<file path="src/hdl/ssp_pkg.sv">
// ----------------------------------------------------------------------------
// ssp_pkg
// Shared constants and types for the servo status packet parser: sizes of
// the parameter store, the packet descriptor passed from the byte parser to
// the result emitter, and the parameter store write port.
// ----------------------------------------------------------------------------
package ssp_pkg;

    // parameter bytes kept per packet
    localparam int MAX_PARAMS  = 16;
    localparam int IDX_W       = (MAX_PARAMS > 1) ? $clog2(MAX_PARAMS) : 1;
    localparam int CNT_W       = $clog2(MAX_PARAMS + 1);
    // two banks of parameters, bank select on the top address bit
    localparam int ADDR_W      = IDX_W + 1;
    localparam int MEM_DEPTH   = 2 ** ADDR_W;
    // descriptor queue, one entry per parameter bank
    localparam int QUEUE_DEPTH = 2;
    localparam int QPTR_W      = $clog2(QUEUE_DEPTH);
    localparam int QCNT_W      = $clog2(QUEUE_DEPTH + 1);

    localparam logic [7:0] HEADER_BYTE  = 8'hFF;
    localparam logic [7:0] LEN_OVERHEAD = 8'd2;

    // parameter store write port
    typedef struct packed {
        logic              en;
        logic [ADDR_W-1:0] addr;
        logic [7:0]        data;
    } t_mem_wr;

    // one parsed packet waiting to be emitted
    typedef struct packed {
        logic [7:0]       id;
        logic [7:0]       err;
        logic [CNT_W-1:0] stored;
        logic             ok;
        logic             len_err;
        logic             bank;
    } t_desc;

endpackage

</file>
<file path="src/hdl/ssp_front.sv">
// ----------------------------------------------------------------------------
// ssp_front
// Byte parser: walks the status packet framing, keeps the running sum,
// writes parameter bytes into the current bank and pushes one descriptor
// per packet at the checksum byte.
// ----------------------------------------------------------------------------
module ssp_front (
    input  logic             i_clk,
    input  logic             i_rst_n,
    input  logic             i_valid,
    input  logic [7:0]       i_byte,
    output ssp_pkg::t_mem_wr o_wr,
    output logic             o_push,
    output ssp_pkg::t_desc   o_desc
);

    typedef enum logic [2:0] {
        S_HEAD1,
        S_HEAD2,
        S_ID,
        S_LEN,
        S_ERR,
        S_PARAMS,
        S_CHECK
    } t_phase;

    t_phase     r_phase;
    logic [7:0] r_id;
    logic [7:0] r_len;
    logic [7:0] r_err;
    logic [7:0] r_count;
    logic [7:0] r_sum;
    logic       r_bank;

    logic [7:0] expected;
    logic       last_param;
    logic       too_many;

    // parameters announced by the length byte
    always_comb begin
        expected   = (r_len < ssp_pkg::LEN_OVERHEAD) ? 8'd0 : r_len - ssp_pkg::LEN_OVERHEAD;
        last_param = ({1'b0, r_count} + 9'd1) >= {1'b0, expected};
        too_many   = expected > 8'(ssp_pkg::MAX_PARAMS);
    end

    // parameter store write, extra bytes beyond capacity dropped
    always_comb begin
        o_wr.en   = i_valid && (r_phase == S_PARAMS) && (r_count < 8'(ssp_pkg::MAX_PARAMS));
        o_wr.addr = {r_bank, r_count[ssp_pkg::IDX_W-1:0]};
        o_wr.data = i_byte;
    end

    // descriptor for the emitter at the checksum byte
    always_comb begin
        o_push         = i_valid && (r_phase == S_CHECK);
        o_desc.id      = r_id;
        o_desc.err     = r_err;
        o_desc.stored  = too_many ? ssp_pkg::CNT_W'(ssp_pkg::MAX_PARAMS)
                                  : ssp_pkg::CNT_W'(expected);
        o_desc.ok      = (i_byte == ~r_sum);
        o_desc.len_err = (r_len < ssp_pkg::LEN_OVERHEAD) || too_many;
        o_desc.bank    = r_bank;
    end

    // framing state machine
    always_ff @(posedge i_clk) begin
        if (!i_rst_n) begin
            r_phase <= S_HEAD1;
            r_id    <= '0;
            r_len   <= '0;
            r_err   <= '0;
            r_count <= '0;
            r_sum   <= '0;
            r_bank  <= 1'b0;
        end else if (i_valid) begin
            unique case (r_phase)
                S_HEAD1: begin
                    if (i_byte == ssp_pkg::HEADER_BYTE) r_phase <= S_HEAD2;
                end
                S_HEAD2: begin
                    r_phase <= (i_byte == ssp_pkg::HEADER_BYTE) ? S_ID : S_HEAD1;
                end
                S_ID: begin
                    r_id    <= i_byte;
                    r_sum   <= i_byte;
                    r_phase <= S_LEN;
                end
                S_LEN: begin
                    r_len   <= i_byte;
                    r_sum   <= r_sum + i_byte;
                    r_count <= '0;
                    r_phase <= S_ERR;
                end
                S_ERR: begin
                    r_err   <= i_byte;
                    r_sum   <= r_sum + i_byte;
                    r_phase <= (expected == 8'd0) ? S_CHECK : S_PARAMS;
                end
                S_PARAMS: begin
                    r_sum   <= r_sum + i_byte;
                    r_count <= r_count + 8'd1;
                    if (last_param) r_phase <= S_CHECK;
                end
                S_CHECK: begin
                    r_bank  <= ~r_bank;
                    r_phase <= S_HEAD1;
                end
                default: r_phase <= S_HEAD1;
            endcase
        end
    end

endmodule

</file>
<file path="src/hdl/ssp_queue.sv">
// ----------------------------------------------------------------------------
// ssp_queue
// Short descriptor queue between the parser and the emitter. The head entry
// stays until the emitter has read its last parameter, so the queue fill also
// tells which parameter banks are still in use.
// ----------------------------------------------------------------------------
module ssp_queue (
    input  logic           i_clk,
    input  logic           i_rst_n,
    input  logic           i_push,
    input  ssp_pkg::t_desc i_desc,
    input  logic           i_pop,
    output ssp_pkg::t_desc o_head,
    output logic           o_valid,
    output logic           o_full
);

    ssp_pkg::t_desc                r_entry [ssp_pkg::QUEUE_DEPTH];
    logic [ssp_pkg::QPTR_W-1:0]    r_wr_ptr;
    logic [ssp_pkg::QPTR_W-1:0]    r_rd_ptr;
    logic [ssp_pkg::QCNT_W-1:0]    r_fill;

    assign o_head  = r_entry[r_rd_ptr];
    assign o_valid = (r_fill != '0);
    assign o_full  = (r_fill == ssp_pkg::QCNT_W'(ssp_pkg::QUEUE_DEPTH));

    // entry storage
    always_ff @(posedge i_clk) begin
        if (i_push) r_entry[r_wr_ptr] <= i_desc;
    end

    // pointers and fill level
    always_ff @(posedge i_clk) begin
        if (!i_rst_n) begin
            r_wr_ptr <= '0;
            r_rd_ptr <= '0;
            r_fill   <= '0;
        end else begin
            if (i_push) r_wr_ptr <= r_wr_ptr + 1'b1;
            if (i_pop)  r_rd_ptr <= r_rd_ptr + 1'b1;
            unique case ({i_push, i_pop})
                2'b10:   r_fill <= r_fill + 1'b1;
                2'b01:   r_fill <= r_fill - 1'b1;
                default: r_fill <= r_fill;
            endcase
        end
    end

endmodule

</file>
<file path="src/hdl/ssp_back.sv">
// ----------------------------------------------------------------------------
// ssp_back
// Result emitter: holds the two-bank parameter store and walks the head
// descriptor one parameter per beat into the output register.
// ----------------------------------------------------------------------------
module ssp_back (
    input  logic                       i_clk,
    input  logic                       i_rst_n,
    input  ssp_pkg::t_mem_wr           i_wr,
    input  ssp_pkg::t_desc             i_head,
    input  logic                       i_head_valid,
    output logic                       o_head_pop,
    input  logic                       i_pop,
    output logic                       o_valid,
    output logic [7:0]                 o_packet_id,
    output logic [7:0]                 o_error_flags,
    output logic [4:0]                 o_param_count,
    output logic [3:0]                 o_param_index,
    output logic [7:0]                 o_param_byte,
    output logic                       o_checksum_ok,
    output logic                       o_length_error,
    output logic                       o_last
);

    logic [7:0]                r_mem [ssp_pkg::MEM_DEPTH];
    logic [ssp_pkg::IDX_W-1:0] r_k;
    logic                      r_out_valid;
    logic [7:0]                r_packet_id;
    logic [7:0]                r_error_flags;
    logic [4:0]                r_param_count;
    logic [3:0]                r_param_index;
    logic [7:0]                r_param_byte;
    logic                      r_checksum_ok;
    logic                      r_length_error;
    logic                      r_last;

    logic                      load;
    logic [ssp_pkg::CNT_W-1:0] run_len;
    logic                      is_last;

    // beat control
    always_comb begin
        load       = i_head_valid && (!r_out_valid || i_pop);
        run_len    = (i_head.stored == '0) ? ssp_pkg::CNT_W'(1) : i_head.stored;
        is_last    = (ssp_pkg::CNT_W'(r_k) + ssp_pkg::CNT_W'(1)) == run_len;
        o_head_pop = load && is_last;
    end

    // parameter store write
    always_ff @(posedge i_clk) begin
        if (i_wr.en) r_mem[i_wr.addr] <= i_wr.data;
    end

    // parameter read and result payload
    always_ff @(posedge i_clk) begin
        if (load) begin
            r_packet_id    <= i_head.id;
            r_error_flags  <= i_head.err;
            r_param_count  <= 5'(i_head.stored);
            r_param_index  <= 4'(r_k);
            r_param_byte   <= (i_head.stored == '0) ? 8'd0 : r_mem[{i_head.bank, r_k}];
            r_checksum_ok  <= i_head.ok;
            r_length_error <= i_head.len_err;
            r_last         <= is_last;
        end
    end

    // output valid and parameter index
    always_ff @(posedge i_clk) begin
        if (!i_rst_n) begin
            r_out_valid <= 1'b0;
            r_k         <= '0;
        end else begin
            if (load) begin
                r_out_valid <= 1'b1;
                r_k         <= is_last ? '0 : r_k + 1'b1;
            end else if (i_pop) begin
                r_out_valid <= 1'b0;
            end
        end
    end

    assign o_valid        = r_out_valid;
    assign o_packet_id    = r_packet_id;
    assign o_error_flags  = r_error_flags;
    assign o_param_count  = r_param_count;
    assign o_param_index  = r_param_index;
    assign o_param_byte   = r_param_byte;
    assign o_checksum_ok  = r_checksum_ok;
    assign o_length_error = r_length_error;
    assign o_last         = r_last;

endmodule

</file>
<file path="src/hdl/servo_status_packet_parser.sv">
// ----------------------------------------------------------------------------
// servo_status_packet_parser
// Parses servo status packets from a byte stream and emits one result beat
// per stored parameter byte.
// ----------------------------------------------------------------------------
// Bytes enter one per cycle through push/full and are framed as 0xFF 0xFF id
// length error params checksum. At the checksum byte the packet is queued,
// and once the output register is free its first result is loaded from the
// queue head into that register, then one beat per cycle while pop is held:
// max(N,1) beats for a packet holding N stored parameters (at most 16).
// Parameters sit in two banks, so up to two parsed packets may wait for
// emission; full rises only while both banks are held, and then every input
// byte stalls until the older packet's last parameter has been read from its
// bank. Lengths below 2 or announcing more parameters than capacity raise
// length_error; parameter bytes past capacity are summed but not kept.
module servo_status_packet_parser (
    input  logic       i_clk,
    input  logic       i_rst_n,
    input  logic       push,
    output logic       full,
    input  logic [7:0] i_rx_byte,
    output logic       empty,
    input  logic       pop,
    output logic [7:0] o_packet_id,
    output logic [7:0] o_error_flags,
    output logic [4:0] o_param_count,
    output logic [3:0] o_param_index,
    output logic [7:0] o_param_byte,
    output logic       o_checksum_ok,
    output logic       o_length_error,
    output logic       o_last
);

    ssp_pkg::t_mem_wr wr;
    ssp_pkg::t_desc   desc_in;
    ssp_pkg::t_desc   desc_head;
    logic             desc_push;
    logic             desc_pop;
    logic             desc_valid;
    logic             q_full;
    logic             out_valid;
    logic             in_beat;

    assign full    = q_full;
    assign in_beat = push && !q_full;
    assign empty   = !out_valid;

    // byte parser
    ssp_front u_front (
        .i_clk   (i_clk),
        .i_rst_n (i_rst_n),
        .i_valid (in_beat),
        .i_byte  (i_rx_byte),
        .o_wr    (wr),
        .o_push  (desc_push),
        .o_desc  (desc_in)
    );

    // packet descriptor queue
    ssp_queue u_queue (
        .i_clk   (i_clk),
        .i_rst_n (i_rst_n),
        .i_push  (desc_push),
        .i_desc  (desc_in),
        .i_pop   (desc_pop),
        .o_head  (desc_head),
        .o_valid (desc_valid),
        .o_full  (q_full)
    );

    // result emitter
    ssp_back u_back (
        .i_clk          (i_clk),
        .i_rst_n        (i_rst_n),
        .i_wr           (wr),
        .i_head         (desc_head),
        .i_head_valid   (desc_valid),
        .o_head_pop     (desc_pop),
        .i_pop          (pop),
        .o_valid        (out_valid),
        .o_packet_id    (o_packet_id),
        .o_error_flags  (o_error_flags),
        .o_param_count  (o_param_count),
        .o_param_index  (o_param_index),
        .o_param_byte   (o_param_byte),
        .o_checksum_ok  (o_checksum_ok),
        .o_length_error (o_length_error),
        .o_last         (o_last)
    );

endmodule

</file>
<file path="config.mk">
export PLATFORM = sky130hd
export DESIGN_NAME = servo_status_packet_parser
export DESIGN_NICKNAME = d
export VERILOG_FILES = /design/src/hdl/ssp_pkg.sv /design/src/hdl/ssp_front.sv /design/src/hdl/ssp_queue.sv /design/src/hdl/ssp_back.sv /design/src/hdl/servo_status_packet_parser.sv
export SDC_FILE = /design/constraint.sdc
export NUM_CORES = 1
export LEC_CHECK = 0
export BUFFER_PORTS_ARGS = -buffer_cell sky130_fd_sc_hd__buf_4
export CORE_UTILIZATION = 60
export CTS_CLUSTER_DIAMETER = 40
export CTS_CLUSTER_SIZE = 20
export DETAILED_ROUTE_END_ITERATION = 7
export GPL_TIMING_DRIVEN = 1
export HOLD_SLACK_MARGIN = 0.03
export PLACE_DENSITY = 0.77
export SLEW_MARGIN = 40
export SYNTH_ARGS = -nofsm -noshare
export SYNTH_HDL_FRONTEND = slang
export SYNTH_SLANG_ARGS = --single-unit
export TNS_END_PERCENT = 20
</file>
<file path="constraint.sdc">
create_clock -name i_clk -period 7.25 [get_ports i_clk]
set_input_delay 0.725 -clock i_clk [delete_from_list [all_inputs] [get_ports i_clk]]
set_output_delay 0.725 -clock i_clk [all_outputs]
set_load 0.05 [all_outputs]
</file>
# Yosys cells after proc, flatten, opt, wreduce, memory -nomap -nowiden
# Memory sizes are Yosys's and may differ from the RTL's. A register that Yosys moved wholly into a read port is not among the register bits.
# Index checks and enable logic that the tools add are counted.
[word_totals]
register_bits = 81
latchBits = 0
mem_bits_rw = 304
romBits = 0
inputBits = 12
out_inout_bits = 38
memories = 2
[classes]
add_sub_neg = 10
n_mul = 0
div_mod_pow = 0
n_lt_le_gt_ge = 4
eq_ne = 14
n_shift = 0
mux = 20
bitwise = 2
reduce_logical = 26
[mem_list]
columns = ["memory", "words", "width", "read_ports", "rd_ports_with_merged_regs", "wr", "line", "rtl"]
rows = [
  ["u_back.r_mem", 32, 8, 1, 1, 1, "ssp_back.sv:25", "logic [7:0] r_mem [ssp_pkg::MEM_DEPTH];"],
  ["u_queue.r_entry", 2, 24, 1, 1, 1, "ssp_queue.sv:18", "ssp_pkg::t_desc r_entry [ssp_pkg::QUEUE_DEPTH];"],
]
[ops]
columns = ["cell", "count"]
rows = [
  ["$pmux 8 s2", 2],
  ["$pmux 3 s6", 1],
  ["$reduce_and 2->1", 6],
  ["$mux 5", 2],
  ["$reduce_bool 2->1", 5],
  ["$add 8x1->9 const B", 1],
  ["$eq 3x3->1 const B", 3],
  ["$ge 9x8->1", 1],
  ["$add 8x1->8 const B", 1],
  ["$add 8x8->8", 1],
  ["$eq 8x8->1", 1],
  ["$eq 8x8->1 const B", 1],
  ["$gt 8x5->1 const B", 1],
  ["$logic_not 8->1", 1],
  ["$lt 8x2->1 const B", 1],
  ["$lt 8x5->1 const B", 1],
  ["$mux 1", 8],
  ["$mux 8", 1],
  ["$not 8->8", 1],
  ["$sub 8x2->8 const B", 1],
  ["$eq 3x2->1 const B", 2],
  ["$logic_and 1x1->1", 6],
  ["$mux 3", 2],
  ["$add 4x1->5 const B", 1],
  ["19 further kinds", 25],
]

# Longest topological paths before layout
# Gate-level depths: netlist of the first run.
[depth]
word_depth = 7
ltp_mapped = 12
mapped_depth_nobuf = 12

# By module
# From an unflattened synthesis of the first run, not the netlist that was laid out.
[hier_totals]
cells_unflattened = 976
hier_area_um2 = 16344.4
[by_module_without_submodules]
columns = ["module", "instances", "cells_each", "area_per_inst_um2", "seq_area_each_um2"]
rows = [
  ["ssp_back", 1, 527, 11582.4, 8868.5],
  ["ssp_front", 1, 350, 2798.9, 880.8],
  ["ssp_queue", 1, 97, 1945.6, 1541.5],
  ["servo_status_packet_parser", 1, 2, 17.5, 0.0],
]

# Least setup slack after synthesis of the first run
# Ideal clock, no wire load.
[synth_path]
kind = "input to register"
from = "input push"
to = "memory u_queue.r_entry[0][0] in the netlist's numbering (enable)"
setup_ns = 0.405
arrival_ns = 2.497
setup_slack_ns = 4.348
cell_stages = 5
path_cell_list = "clkbuf_1 -> nand3_1 -> nor2_1 -> nand2_1 -> nor2_1"
[synth_via]
elab_chain_cells = 4
[synth_rtl]
columns = ["item", "line", "rtl"]
rows = [
  ["from (decl)", "servo_status_packet_parser.sv:19", "input logic push,"],
  ["$logic_and 1x1->1", "servo_status_packet_parser.sv:45", "assign in_beat = push && !q_full;"],
  ["$logic_and 1x1->1", "ssp_front.sv:55", "o_push = i_valid && (r_phase == S_CHECK);"],
  ["$mux 1", "ssp_queue.sv:29", "if (i_push) r_entry[r_wr_ptr] <= i_desc;"],
  ["$mux 1 (implied by the code)", "ssp_queue.sv:29", ""],
  ["to (decl)", "ssp_queue.sv:18", ""],
]
# Every way passes these cells.

# Worst setup path in the final report of the first run
[layout_path]
from = "register u_back.r_k[0] in the netlist's numbering"
to = "register u_queue.r_fill[1] in the netlist's numbering"
[layout_via]
elab_chain_cells = 5
elab_cells_between_ends = 7
cone_classes = "add/sub: 1; eq/ne: 3; mux: 1; reduce/logical: 2"
[layout_rtl]
columns = ["item", "line", "rtl"]
rows = [
  ["from (decl)", "ssp_back.sv:26", "logic [ssp_pkg::IDX_W-1:0] r_k;"],
  ["from (signal assigned)", "ssp_back.sv:76", "r_k <= is_last ? '0 : r_k + 1'b1;"],
  ["$add 4x1->5 (*)", "ssp_back.sv:45", "is_last = (ssp_pkg::CNT_W'(r_k) + ssp_pkg::CNT_W'(1)) == run_len;"],
  ["$eq 5x5->1 (*)", "ssp_back.sv:45", ""],
  ["$logic_and 1x1->1 (*)", "ssp_back.sv:46", "o_head_pop = load && is_last;"],
  ["net desc_pop", "servo_status_packet_parser.sv:38", "logic desc_pop;"],
  ["$eq 2x1->1 / $eq 2x2->1 (equally long branches)", "ssp_queue.sv:41", "unique case ({i_push, i_pop})"],
  ["$pmux 2 s2 / $reduce_bool 2->1 (equally long branches)", "n/a", ""],
  ["to (signal assigned)", "ssp_queue.sv:42", "2'b10: r_fill <= r_fill + 1'b1;"],
  ["to (signal assigned)", "ssp_queue.sv:43", "2'b01: r_fill <= r_fill - 1'b1;"],
  ["to (signal assigned)", "ssp_queue.sv:44", "default: r_fill <= r_fill;"],
  ["to (decl)", "ssp_queue.sv:21", "logic [ssp_pkg::QCNT_W-1:0] r_fill;"],
]
# The timed path passes the listed nets; every way through them passes the cells marked *.
# A chain may end at the register's enable or synchronous reset.

==> results of run 1 <==
==> routing by layer <==
| metal | vias to the layer above | track usage | share of wire |
|---|---|---|---|
| li1 | 3900 | - | - |
| met1 | 4354 | 0.3332 | 0.41 |
| met2 | 312 | 0.4031 | 0.50 |
| met3 | 57 | 0.03932 | 0.068 |
| met4 | 0 | 0.08533 | 0.029 |
| met5 | - | 0 | 0 |
==> registers in the layout, summed over array words and instances (netlist names), 2 cells and up, named ones only <==
register / cells
u_front.r_sum: 8
u_queue.r_entry: 48
u_front.r_phase: 3
u_front.r_id: 8
u_back.r_mem: 256
u_back.o_error_flags: 8
u_front.r_err: 8
u_front.r_len: 8
u_back.r_k: 4
u_back.o_param_count: 5
u_back.o_packet_id: 8
u_back.o_param_byte: 8
u_front.r_count: 8
u_back.o_param_index: 4
u_queue.r_fill: 2
==> synthesized netlist by cell type (3+ instances only) <==
| master | number | area [um2] |
|---|---|---|
| sky130_fd_sc_hd__nor2b_1 | 6 | 37.54 |
| sky130_fd_sc_hd__o22ai_1 | 11 | 68.82 |
| sky130_fd_sc_hd__xnor2_1 | 10 | 87.58 |
| sky130_fd_sc_hd__nand2_1 | 66 | 247.7 |
| sky130_fd_sc_hd__dfxtp_1 | 54 | 1081 |
| sky130_fd_sc_hd__buf_6 | 4 | 45.04 |
| sky130_fd_sc_hd__mux4_2 | 80 | 1802 |
| sky130_fd_sc_hd__nand4_1 | 6 | 37.54 |
| sky130_fd_sc_hd__buf_2 | 6 | 30.03 |
| sky130_fd_sc_hd__or3_1 | 4 | 25.02 |
| sky130_fd_sc_hd__and3_1 | 7 | 43.79 |
| sky130_fd_sc_hd__nor3_1 | 8 | 40.04 |
| sky130_fd_sc_hd__o221ai_1 | 5 | 43.79 |
| sky130_fd_sc_hd__o32a_1 | 3 | 30.03 |
| sky130_fd_sc_hd__edfxtp_1 | 340 | 10210 |
| sky130_fd_sc_hd__a21oi_1 | 48 | 240.2 |
| sky130_fd_sc_hd__clkbuf_1 | 31 | 116.4 |
| sky130_fd_sc_hd__nand3b_1 | 5 | 37.54 |
| sky130_fd_sc_hd__mux2_2 | 23 | 259.0 |
| sky130_fd_sc_hd__xor2_1 | 9 | 78.83 |
| sky130_fd_sc_hd__mux2i_1 | 9 | 90.09 |
| sky130_fd_sc_hd__nor3b_1 | 4 | 30.03 |
| sky130_fd_sc_hd__nand3_1 | 18 | 90.09 |
| sky130_fd_sc_hd__inv_1 | 39 | 146.4 |
| sky130_fd_sc_hd__or4_1 | 4 | 30.03 |
| sky130_fd_sc_hd__o21ai_0 | 14 | 70.07 |
| sky130_fd_sc_hd__a21o_1 | 6 | 45.04 |
| sky130_fd_sc_hd__nand2b_1 | 4 | 25.02 |
| sky130_fd_sc_hd__nor2_1 | 81 | 304.0 |
| sky130_fd_sc_hd__ha_1 | 22 | 275.3 |
| sky130_fd_sc_hd__a211oi_1 | 3 | 22.52 |
==> worst max-delay path: stages, from the launching register on <==
cell	delay (ns)
sky130_fd_sc_hd__dfxtp_4	0.75
sky130_fd_sc_hd__buf_4	0.72
sky130_fd_sc_hd__nand3_1	0.32
sky130_fd_sc_hd__a211o_1	0.37
sky130_fd_sc_hd__a221o_1	0.38
sky130_fd_sc_hd__nor4_2	0.27
sky130_fd_sc_hd__ha_1	0.33
sky130_fd_sc_hd__or3_1	0.35
sky130_fd_sc_hd__a21oi_1	0.14
==> final cells by class <==
| class | instances | area (um2) |
|---|---|---|
| inverter | 39 | 148.9 |
| sequential | 394 | 11300 |
| clock buffer | 45 | 1061 |
| clock inverter | 27 | 295.3 |
| timing repair buffer | 56 | 424.2 |
| tap | 335 | 419.2 |
| multi-input combinational | 493 | 4496 |
| fill | 1613 | 8065 |
==> power by group through the flow <==
stage / logic, mW / clock network [mW] / registers [mW]
global placement: 0.0483 / 0 / 2.50
finish: 0.0507 / 2.09 / 2.45
global route: 0.0545 / 2.21 / 2.45
floorplan: 0.0126 / 0 / 2.50
detailed placement: 0.0506 / 0 / 2.50
CTS: 0.0508 / 2.12 / 2.45
==> final timing paths <==
| check | endpoint | slack (ns) |
|---|---|---|
| max | u_queue.r_fill[1] | 3.53 |
| min | u_queue.r_entry[0][12] | 0.45 |
| max reg2reg | u_queue.r_fill[1] | 3.53 |
| min reg2reg | u_queue.r_entry[0][12] | 0.45 |
==> logic make-up after synthesis <==
family          Yosys count  share of synthesized area
simple gates            224                    0.06594
fa+ha+maj                23                    0.01835
flops                   394                     0.7017
xor+xnor                 19                    0.01034
compound gates          112                    0.04487
mux                     115                     0.1369
buf+inv                  83                    0.02193
==> flow_summary.json, run 1 <==
{
  "finalNetCount": 1060,
  "timing.final.hold_violations": 0,
  "finalHoldWorstSlack_ns": 0.4548,
  "run_status": "finished with violations",
  "dr_total_vias": 8623,
  "utilization": 0.6922,
  "crit_path_max_fanout": 40,
  "floorplan.die.width_um": 165.8,
  "routed_wl_um": 32360,
  "number_of_cells_on_the_worst_hold_path": 0,
  "antenna_violating_nets_post_route": 0,
  "power_switching_mw": 0.9152,
  "cts.hold.buffers_added": 0,
  "first_global_vias": 8570,
  "critPathCaptureType": "flip-flop",
  "worst_hold_path_type": "reg -> reg",
  "design.core.area_um2": 26210,
  "combPwrFrac": 0.011,
  "syn_nets": 1005,
  "crit_path_start_kind": "flip-flop",
  "cts-root-to-sink-buffers": 3,
  "finalPower_mw": 4.591,
  "cts-htree-levels": 2,
  "dr_iter_0_viols": 815,
  "via_per_inst": 6.208,
  "setup_repair_after_global_routing_missed_its_margin": "false",
  "dp_worst_setup_slack_ns": 3.446,
  "cellLeakagePower_nw": 5.922,
  "clkSinkCount": 394,
  "finalNonFillerCells": 1389,
  "synth_area_um2": 16090,
  "grt.total_usage": 0.2435,
  "criticalPathCategory": "reg -> reg",
  "pwr_density_cell_nw_per_um2": 253.1,
  "numPlacedInstances": 1317,
  "fin_tns_setup_ns": 0,
  "post_detail_place_hpwl_um": 19240,
  "grt_first_pass_wirelength_um": 49870,
  "drcViolationCount": 8,
  "post_cts.repair.setup_buffers": 0,
  "fin_crit_sh": 0.5137,
  "synthToLayoutAreaGrowth_pct": 12.74,
  "timing_worst_slew_pin_value_ns": 0.8180,
  "drt-pass1-iter-count": 8,
  "worstRegToRegCells": 8,
  "antenna_found_initial": 0,
  "post-route-min-period_ns": 3.724,
  "post_cts_resized": 0,
  "final_cell_mix": "sky130_fd_sc_hd__edfxtp_1, sky130_fd_sc_hd__mux4_2, sky130_fd_sc_hd__nor2_1, sky130_fd_sc_hd__nand2_1, sky130_fd_sc_hd__buf_4",
  "synthCells": 970,
  "r2r_start": "u_back.r_k[0]",
  "average_size_of_a_mapped_cell_um2": 16.59,
  "pin_count_of_the_biggest_net_entering_global_routing": 68,
  "floorplan.io_pins": 50,
  "design.die.area_um2": 27480,
  "synth.ff_latch_count": 394,
  "irDropWorstVdd_mv": 0.2134,
  "worst-endpoint-required_ns": 7.71,
  "yosysSeqAreaShare": 0.7017,
  "finalClockSkew_ns": 0.01115,
  "post_dp_cell_area_um2": 16760,
  "sequentialPowerShare": 0.533,
  "setup_viol": 0,
  "max_clock_freq_mhz": 268.5,
  "post_synth_edffs": 340,
  "power_frac_clock": 0.456,
  "post_drt_wl_per_cell_um": 23.30,
  "drive_gt1_frac": 0.2448,
  "power.internal_mw": 3.676,
  "postLayoutCellArea_um2": 18140,
  "cp-startpoint": "u_back.r_k[0]",
  "tritoncts_clock_tree": "done",
  "cts-buffers-inserted": 41,
  "maxCapViolations": 0,
  "die-height_um": 165.8,
  "mostFrequentLayoutCell": "sky130_fd_sc_hd__edfxtp_1",
  "violated_checks": "design-rule violations",
  "synth_cell_types": 63,
  "slew-limit-headroom": 0.4527,
  "num_antenna_cells": 0,
  "switching_power_as_a_share_of_total_power": 0.1993,
  "clk_pin_slew_ns": 0.07,
  "buffer_ports.inserted": 49,
  "routabilityCongestion": 0.8496,
  "fp-row-count": 59,
  "worst_hold_startpoint": "u_front.r_err[4]",
  "grt.overflow.total": 0,
  "start_util": 0.6140,
  "drv_slew": 0,
  "synth_warn": 0,
  "synth_async_sr_flop_share": 0,
  "synth_top_flop_cell": "sky130_fd_sc_hd__edfxtp_1",
  "clkLatencyLatePin_ns": 0.53,
  "timing.final.ws_setup_ns": 3.526,
  "ctsRootBufferMaster": "sky130_fd_sc_hd__clkbuf_16",
  "worst_ep_arrival_time_ns": 4.18
}
(Power assumes the default switching activity.)
==> inputs of run 2 (changes only) <==
- CORE_UTILIZATION: 60 -> 56
- PLACE_DENSITY: 0.77 -> 0.76
- clock period: 7.25 -> 3.3 ns (I/O delays scaled with it)
==> run 2 against run 1 <==
Against the previous run: the flow now finishes without violations; clock power grew 130%; total power rose by 120%; non-clock buffer count is 39 higher; register-to-register slack got worse by 2.9 ns; wire length is 5.7% higher; count of clock-buffer cells in the layout decreased by 1; combinational power grew to 2.5 times the previous value; worst hold slack got worse by 0.28 ns; global-route usage decreased by 0.16 points; critical endpoint is now u_back.r_mem[23][5].
==> flow_summary.json, run 2 (synthesized netlist as in run 1, its figures left out) <==
{
  "timing_worst_slew_pin_value_ns": 0.7571,
  "routed_wl_um": 34210,
  "worst_path_largest_cell_delay_ns": 0.69,
  "floorplan.io_pins": 50,
  "via_per_inst": 6.044,
  "fin_crit_sh": 0.8168,
  "fin_tns_setup_ns": 0,
  "cts-htree-levels": 2,
  "design.core.area_um2": 28010,
  "synthToLayoutAreaGrowth_pct": 15.45,
  "clkLatencyLatePin_ns": 0.54,
  "post_cts.repair.setup_buffers": 0,
  "worst_hold_path_type": "in -> reg",
  "die-height_um": 171.5,
  "cp-startpoint": "u_front.r_phase[2]",
  "cts-root-to-sink-buffers": 3,
  "drive_gt1_frac": 0.2634,
  "mostFrequentLayoutCell": "sky130_fd_sc_hd__edfxtp_1",
  "grt.overflow.total": 0,
  "final_cell_mix": "sky130_fd_sc_hd__edfxtp_1, sky130_fd_sc_hd__buf_4, sky130_fd_sc_hd__nor2_1, sky130_fd_sc_hd__mux4_2, sky130_fd_sc_hd__nand2_1",
  "tritoncts_clock_tree": "done",
  "setup_viol": 0,
  "footprint_of_the_multi_input_gates_um2": 4462,
  "post_cts_resized": 0,
  "post-route-min-period_ns": 2.696,
  "maxCapViolations": 0,
  "cts-buffers-inserted": 43,
  "grt_first_pass_wirelength_um": 51730,
  "fillCellCount": 1840,
  "critPathCaptureType": "flip-flop",
  "cp_cell_sequence": "nor2b_1, nand4_1, nor2_1, nand2_1, nor2_1",
  "finalClockSkew_ns": 0.01689,
  "crit_path_start_kind": "flip-flop",
  "num_antenna_cells": 0,
  "irDropWorstVdd_mv": 0.3415,
  "cts.hold.buffers_added": 0,
  "first_global_vias": 8811,
  "floorplan.die.width_um": 171.5,
  "layout_top_registers": "u_back.r_mem x256, u_queue.r_entry x48",
  "crit_path_max_fanout": 13,
  "dr_total_vias": 8939,
  "crit_family": "simple AND/OR/NAND/NOR gates",
  "clk_pin_slew_ns": 0.06,
  "routabilityCongestion": 0.8712,
  "criticalPathCategory": "reg -> reg",
  "clkSinkCount": 394,
  "area.sequential_um2": 11300,
  "cellLeakagePower_nw": 6.185,
  "dr_iter_0_viols": 1068,
  "max_clock_freq_mhz": 371.0,
  "run_status": "finished, final reports clean",
  "antenna_found_initial": 0,
  "design.die.area_um2": 29420,
  "start_util": 0.5745,
  "worst_hold_startpoint": "i_rst_n",
  "drv_slew": 0,
  "worst_ep_arrival_time_ns": 2.86,
  "finalPower_mw": 10.29,
  "finalNetCount": 1101,
  "worst-endpoint-required_ns": 3.46,
  "drcViolationCount": 0,
  "pwr_density_cell_nw_per_um2": 553.9,
  "setup_repair_after_global_routing_missed_its_margin": "false",
  "largest_reg_flops": 256,
  "cp_slowest_cell": "sky130_fd_sc_hd__nor2_1",
  "buffer_ports.inserted": 49,
  "ctsRootBufferMaster": "sky130_fd_sc_hd__clkbuf_16",
  "drt-pass1-iter-count": 5,
  "timing.final.hold_violations": 0,
  "antenna_violating_nets_post_route": 0,
  "cp_common_cell": "sky130_fd_sc_hd__nor2_1",
  "regMostFlops": "u_back.r_mem",
  "post_detail_place_hpwl_um": 21220,
  "fp-row-count": 61,
  "pin_count_of_the_biggest_net_entering_global_routing": 66,
  "slew-limit-headroom": 0.4934,
  "worst-path-buf-inv": 0,
  "r2r_start": "u_front.r_phase[2]",
  "grt.total_usage": 0.2419,
  "post_drt_wl_per_cell_um": 23.13
}
-- run 2: cell types whose count changed in the layout (fill, tap and decap cells not counted), moves of 3 or more --
cell                         previous run  this run
sky130_fd_sc_hd__bufinv_16              4         1
sky130_fd_sc_hd__nor2_2                13         1
sky130_fd_sc_hd__nor2_1                68        80
sky130_fd_sc_hd__clkinv_1               2         5
sky130_fd_sc_hd__inv_6                  3        11
sky130_fd_sc_hd__clkinvlp_4             5         2
sky130_fd_sc_hd__clkinv_8               0         6
sky130_fd_sc_hd__buf_4                 55        93
sky130_fd_sc_hd__clkbuf_16             41        44
-- run 2: final timing paths --
kind	to	slack, ns	cells past startpoint
setup / recovery	u_back.r_mem[23][5]	0.60	5
hold / removal	u_front.r_sum[7]	0.17	2
setup reg to reg	u_back.r_mem[23][5]	0.60	5
hold reg to reg	u_queue.r_entry[0][23]	0.46	0
-- run 2: cell type report --
type,instances,share of cell area
Clock buffer,44,0.05927
Clock inverter,36,0.01946
Multi-Input combinational cell,493,0.2402
Inverter,39,0.007880
Tap cell,378,0.02546
Sequential cell,394,0.6080
Timing Repair Buffer,95,0.03974
-- run 2: routing by layer --
| layer | global-route usage | share of wire |
|---|---|---|
| met4 | 0.06599 | 0.022 |
| met2 | 0.4033 | 0.50 |
| met1 | 0.3322 | 0.41 |
| met5 | 0 | 0 |
| met3 | 0.03958 | 0.073 |
-- run 2: metrics by stage --
stage / setup slack [ns] / std cells / instance area (um2) / hold slack (ns) / utilization
2_1_floorplan: 0.7929 / 970 / 16090 / 0.4237 / -
3_3_place_gp: 0.6996 / 1399 / 17100 / 0.4318 / 0.6106
3_5_place_dp: 0.6153 / 1399 / 17110 / 0.4392 / 0.6108
4_1_cts: 0.6132 / 1479 / 18570 / 0.1537 / 0.6630
5_1_grt: 0.3601 / 1479 / 18580 / 0.1662 / 0.6632
6_report: 0.6045 / 1479 / 18580 / 0.1735 / 0.6632
-- run 2: report_power, final --
part	leakage [nW]	internal, mW	switching [mW]	total [mW]
combinational	1.99	0.0253	0.102	0.127
sequential	3.49	5.38	0.0000402	5.38
clock	0.711	2.64	2.14	4.78
==> inputs of run 3 (changes only) <==
- clock period: 3.3 -> 2.2 ns (I/O delays scaled with it)
==> run 3 against run 2 <==
Against the previous run: critical endpoint is now u_queue.r_fill[1]; worst hold slack lost 0.12 ns; the run now ends with negative setup slack left; largest cell class unchanged; flip-flop and latch count unchanged; die area is the same; critical path type unchanged; largest power group unchanged.
==> flow_summary.json, run 3 (synthesized netlist as in run 1, its figures left out) <==
{
  "drv_slew": 0,
  "floorplan.die.width_um": 171.5,
  "power.internal_mw": 12.24,
  "max_clock_freq_mhz": 375.4,
  "buffer_ports.inserted": 49,
  "worst_ep_arrival_time_ns": 3.11,
  "start_util": 0.5745,
  "fin_tns_setup_ns": -1.833,
  "num_antenna_cells": 0,
  "worst_hold_path_type": "in -> reg",
  "drt-pass1-iter-count": 7,
  "finalClockSkew_ns": 0.02920,
  "number_of_cells_on_the_worst_hold_path": 3,
  "grt.overflow.total": 0,
  "postLayoutCellArea_um2": 19800,
  "timing_worst_slew_pin_value_ns": 0.6100,
  "finalPower_mw": 15.53,
  "clkLatencyLatePin_ns": 0.55,
  "post-route-min-period_ns": 2.664,
  "mostFrequentLayoutCell": "sky130_fd_sc_hd__edfxtp_1",
  "fp-row-count": 61,
  "routed_wl_um": 39260,
  "run_status": "finished with violations",
  "combPwrFrac": 0.013,
  "routabilityCongestion": 0.8666,
  "design.die.area_um2": 29420,
  "power_switching_mw": 3.294,
  "finalNetCount": 1197,
  "post_dp_cell_area_um2": 17740,
  "slew-limit-headroom": 0.5891,
  "cellLeakagePower_nw": 6.775,
  "worst_r2r_endpoint": "u_queue.r_fill[1]",
  "worst_hold_startpoint": "push",
  "worst-endpoint-required_ns": 2.65,
  "r2r_start": "u_queue.r_entry[1][7]",
  "dp_worst_setup_slack_ns": -0.3908,
  "timing.final.ws_setup_ns": -0.4638,
  "crit_path_max_fanout": 2,
  "floorplan.io_pins": 50,
  "pin_count_of_the_biggest_net_entering_global_routing": 47,
  "regMostFlops": "u_back.r_mem",
  "dr_iter_0_viols": 1163,
  "cts-htree-levels": 2,
  "die-height_um": 171.5,
  "setup_viol": 15,
  "tritoncts_clock_tree": "done",
  "cts-buffers-inserted": 40,
  "irDropWorstVdd_mv": 0.4726,
  "design.core.area_um2": 28010,
  "crit_path_start_kind": "flip-flop",
  "finalNonFillerCells": 1572,
  "fin_crit_sh": 1.211,
  "synthToLayoutAreaGrowth_pct": 23.06,
  "critPathCaptureType": "flip-flop",
  "ctsRootBufferMaster": "sky130_fd_sc_hd__clkbuf_16",
  "grt.total_usage": 0.2567,
  "dr_total_vias": 9620,
  "setup_repair_after_global_routing_missed_its_margin": "true",
  "final_cell_mix": "sky130_fd_sc_hd__edfxtp_1, sky130_fd_sc_hd__buf_4, sky130_fd_sc_hd__mux4_2, sky130_fd_sc_hd__nor2_1, sky130_fd_sc_hd__nand2_1",
  "switching_power_as_a_share_of_total_power": 0.2121,
  "utilization": 0.7070,
  "power_frac_clock": 0.468,
  "clkSinkCount": 394,
  "pwr_density_cell_nw_per_um2": 784.3,
  "clk_pin_slew_ns": 0.06,
  "worstRegToRegCells": 7,
  "timing.final.hold_violations": 0,
  "numPlacedInstances": 1476,
  "post_detail_place_hpwl_um": 22560,
  "first_global_vias": 9420,
  "via_per_inst": 6.120,
  "finalHoldWorstSlack_ns": 0.05042,
  "rrSetupSlack_ns": -0.46,
  "antenna_found_initial": 0,
  "grt_first_pass_wirelength_um": 55280,
  "drcViolationCount": 0,
  "antenna_violating_nets_post_route": 0,
  "layout_top_registers": "u_back.r_mem x256, u_queue.r_entry x48",
  "fillCellCount": 1668,
  "maxCapViolations": 0,
  "drive_gt1_frac": 0.3618,
  "sequentialPowerShare": 0.519,
  "post_drt_wl_per_cell_um": 24.97,
  "largest_reg_flops": 256,
  "criticalPathCategory": "reg -> reg",
  "violated_checks": "negative setup slack",
  "cts-root-to-sink-buffers": 3,
  "hold-path-endpoint": "u_front.r_phase[1]"
}
==> run 3: worst max-delay path, cell delays in order (launching register included) <==
cell and delay (ns):
sky130_fd_sc_hd__edfxtp_1 0.42, sky130_fd_sc_hd__or4_4 0.58, sky130_fd_sc_hd__a32oi_4 0.33, sky130_fd_sc_hd__xnor2_4 0.12, sky130_fd_sc_hd__nor4_4 0.28, sky130_fd_sc_hd__ha_4 0.26, sky130_fd_sc_hd__or3_1 0.40, sky130_fd_sc_hd__a21oi_1 0.19
==> run 3: how the worst max path moves through the flow <==
stage / cells past startpoint / endpoint / slack [ns] / from
6_report: 7 / u_queue.r_fill[1] / -0.46 / u_queue.r_entry[1][7]
5_1_grt: 8 / u_queue.r_fill[1] / -0.52 / u_queue.r_entry[0][7]
4_1_cts: 9 / u_queue.r_fill[1] / -0.29 / u_queue.r_entry[0][7]
3_5_place_dp: 7 / u_queue.r_fill[1] / -0.39 / u_queue.r_entry[1][7]
3_3_place_gp: 7 / u_queue.r_fill[1] / -0.32 / u_queue.r_entry[1][7]
2_1_floorplan: 8 / u_queue.r_fill[1] / -0.19 / flip-flop
==> run 3: repair_timing <==
action / CTS / global route
setup buffers: 5 / 10
cloned: 0 / 7
endpoints found under the setup margin: 24 / 195
hold buffers: 1 / 0
gates resized for setup: 16 / 64
pin swaps: 15 / 19
hold endpoints to repair: 5 / 0
==> run 3: area by class of cell <==
type | count | area, um2 | area share
clock buffers | 44 | 1059 | 0.05345
clock inverters | 30 | 384.1 | 0.01940
flip-flops and latches | 394 | 11310 | 0.5710
inverters | 39 | 146.4 | 0.007392
multi-input cells | 493 | 4721 | 0.2384
well taps | 378 | 473.0 | 0.02388
repair buffers | 194 | 1712 | 0.08643
==> run 3: power by group through the flow <==
stage | registers [mW] | clock network [mW] | logic (mW)
after CTS | 8.07 | 7.32 | 0.199
after detailed placement | 8.23 | 0 | 0.196
after global placement | 8.23 | 0 | 0.189
after global routing | 8.06 | 7.60 | 0.217
after floorplan | 8.24 | 0 | 0.0416
final | 8.06 | 7.26 | 0.206
==> run 3: routing by layer <==
layer,part of all wire,GRT usage
met1,0.38,0.3530
met2,0.51,0.4272
met3,0.075,0.03682
met4,0.031,0.07880
met5,0,0
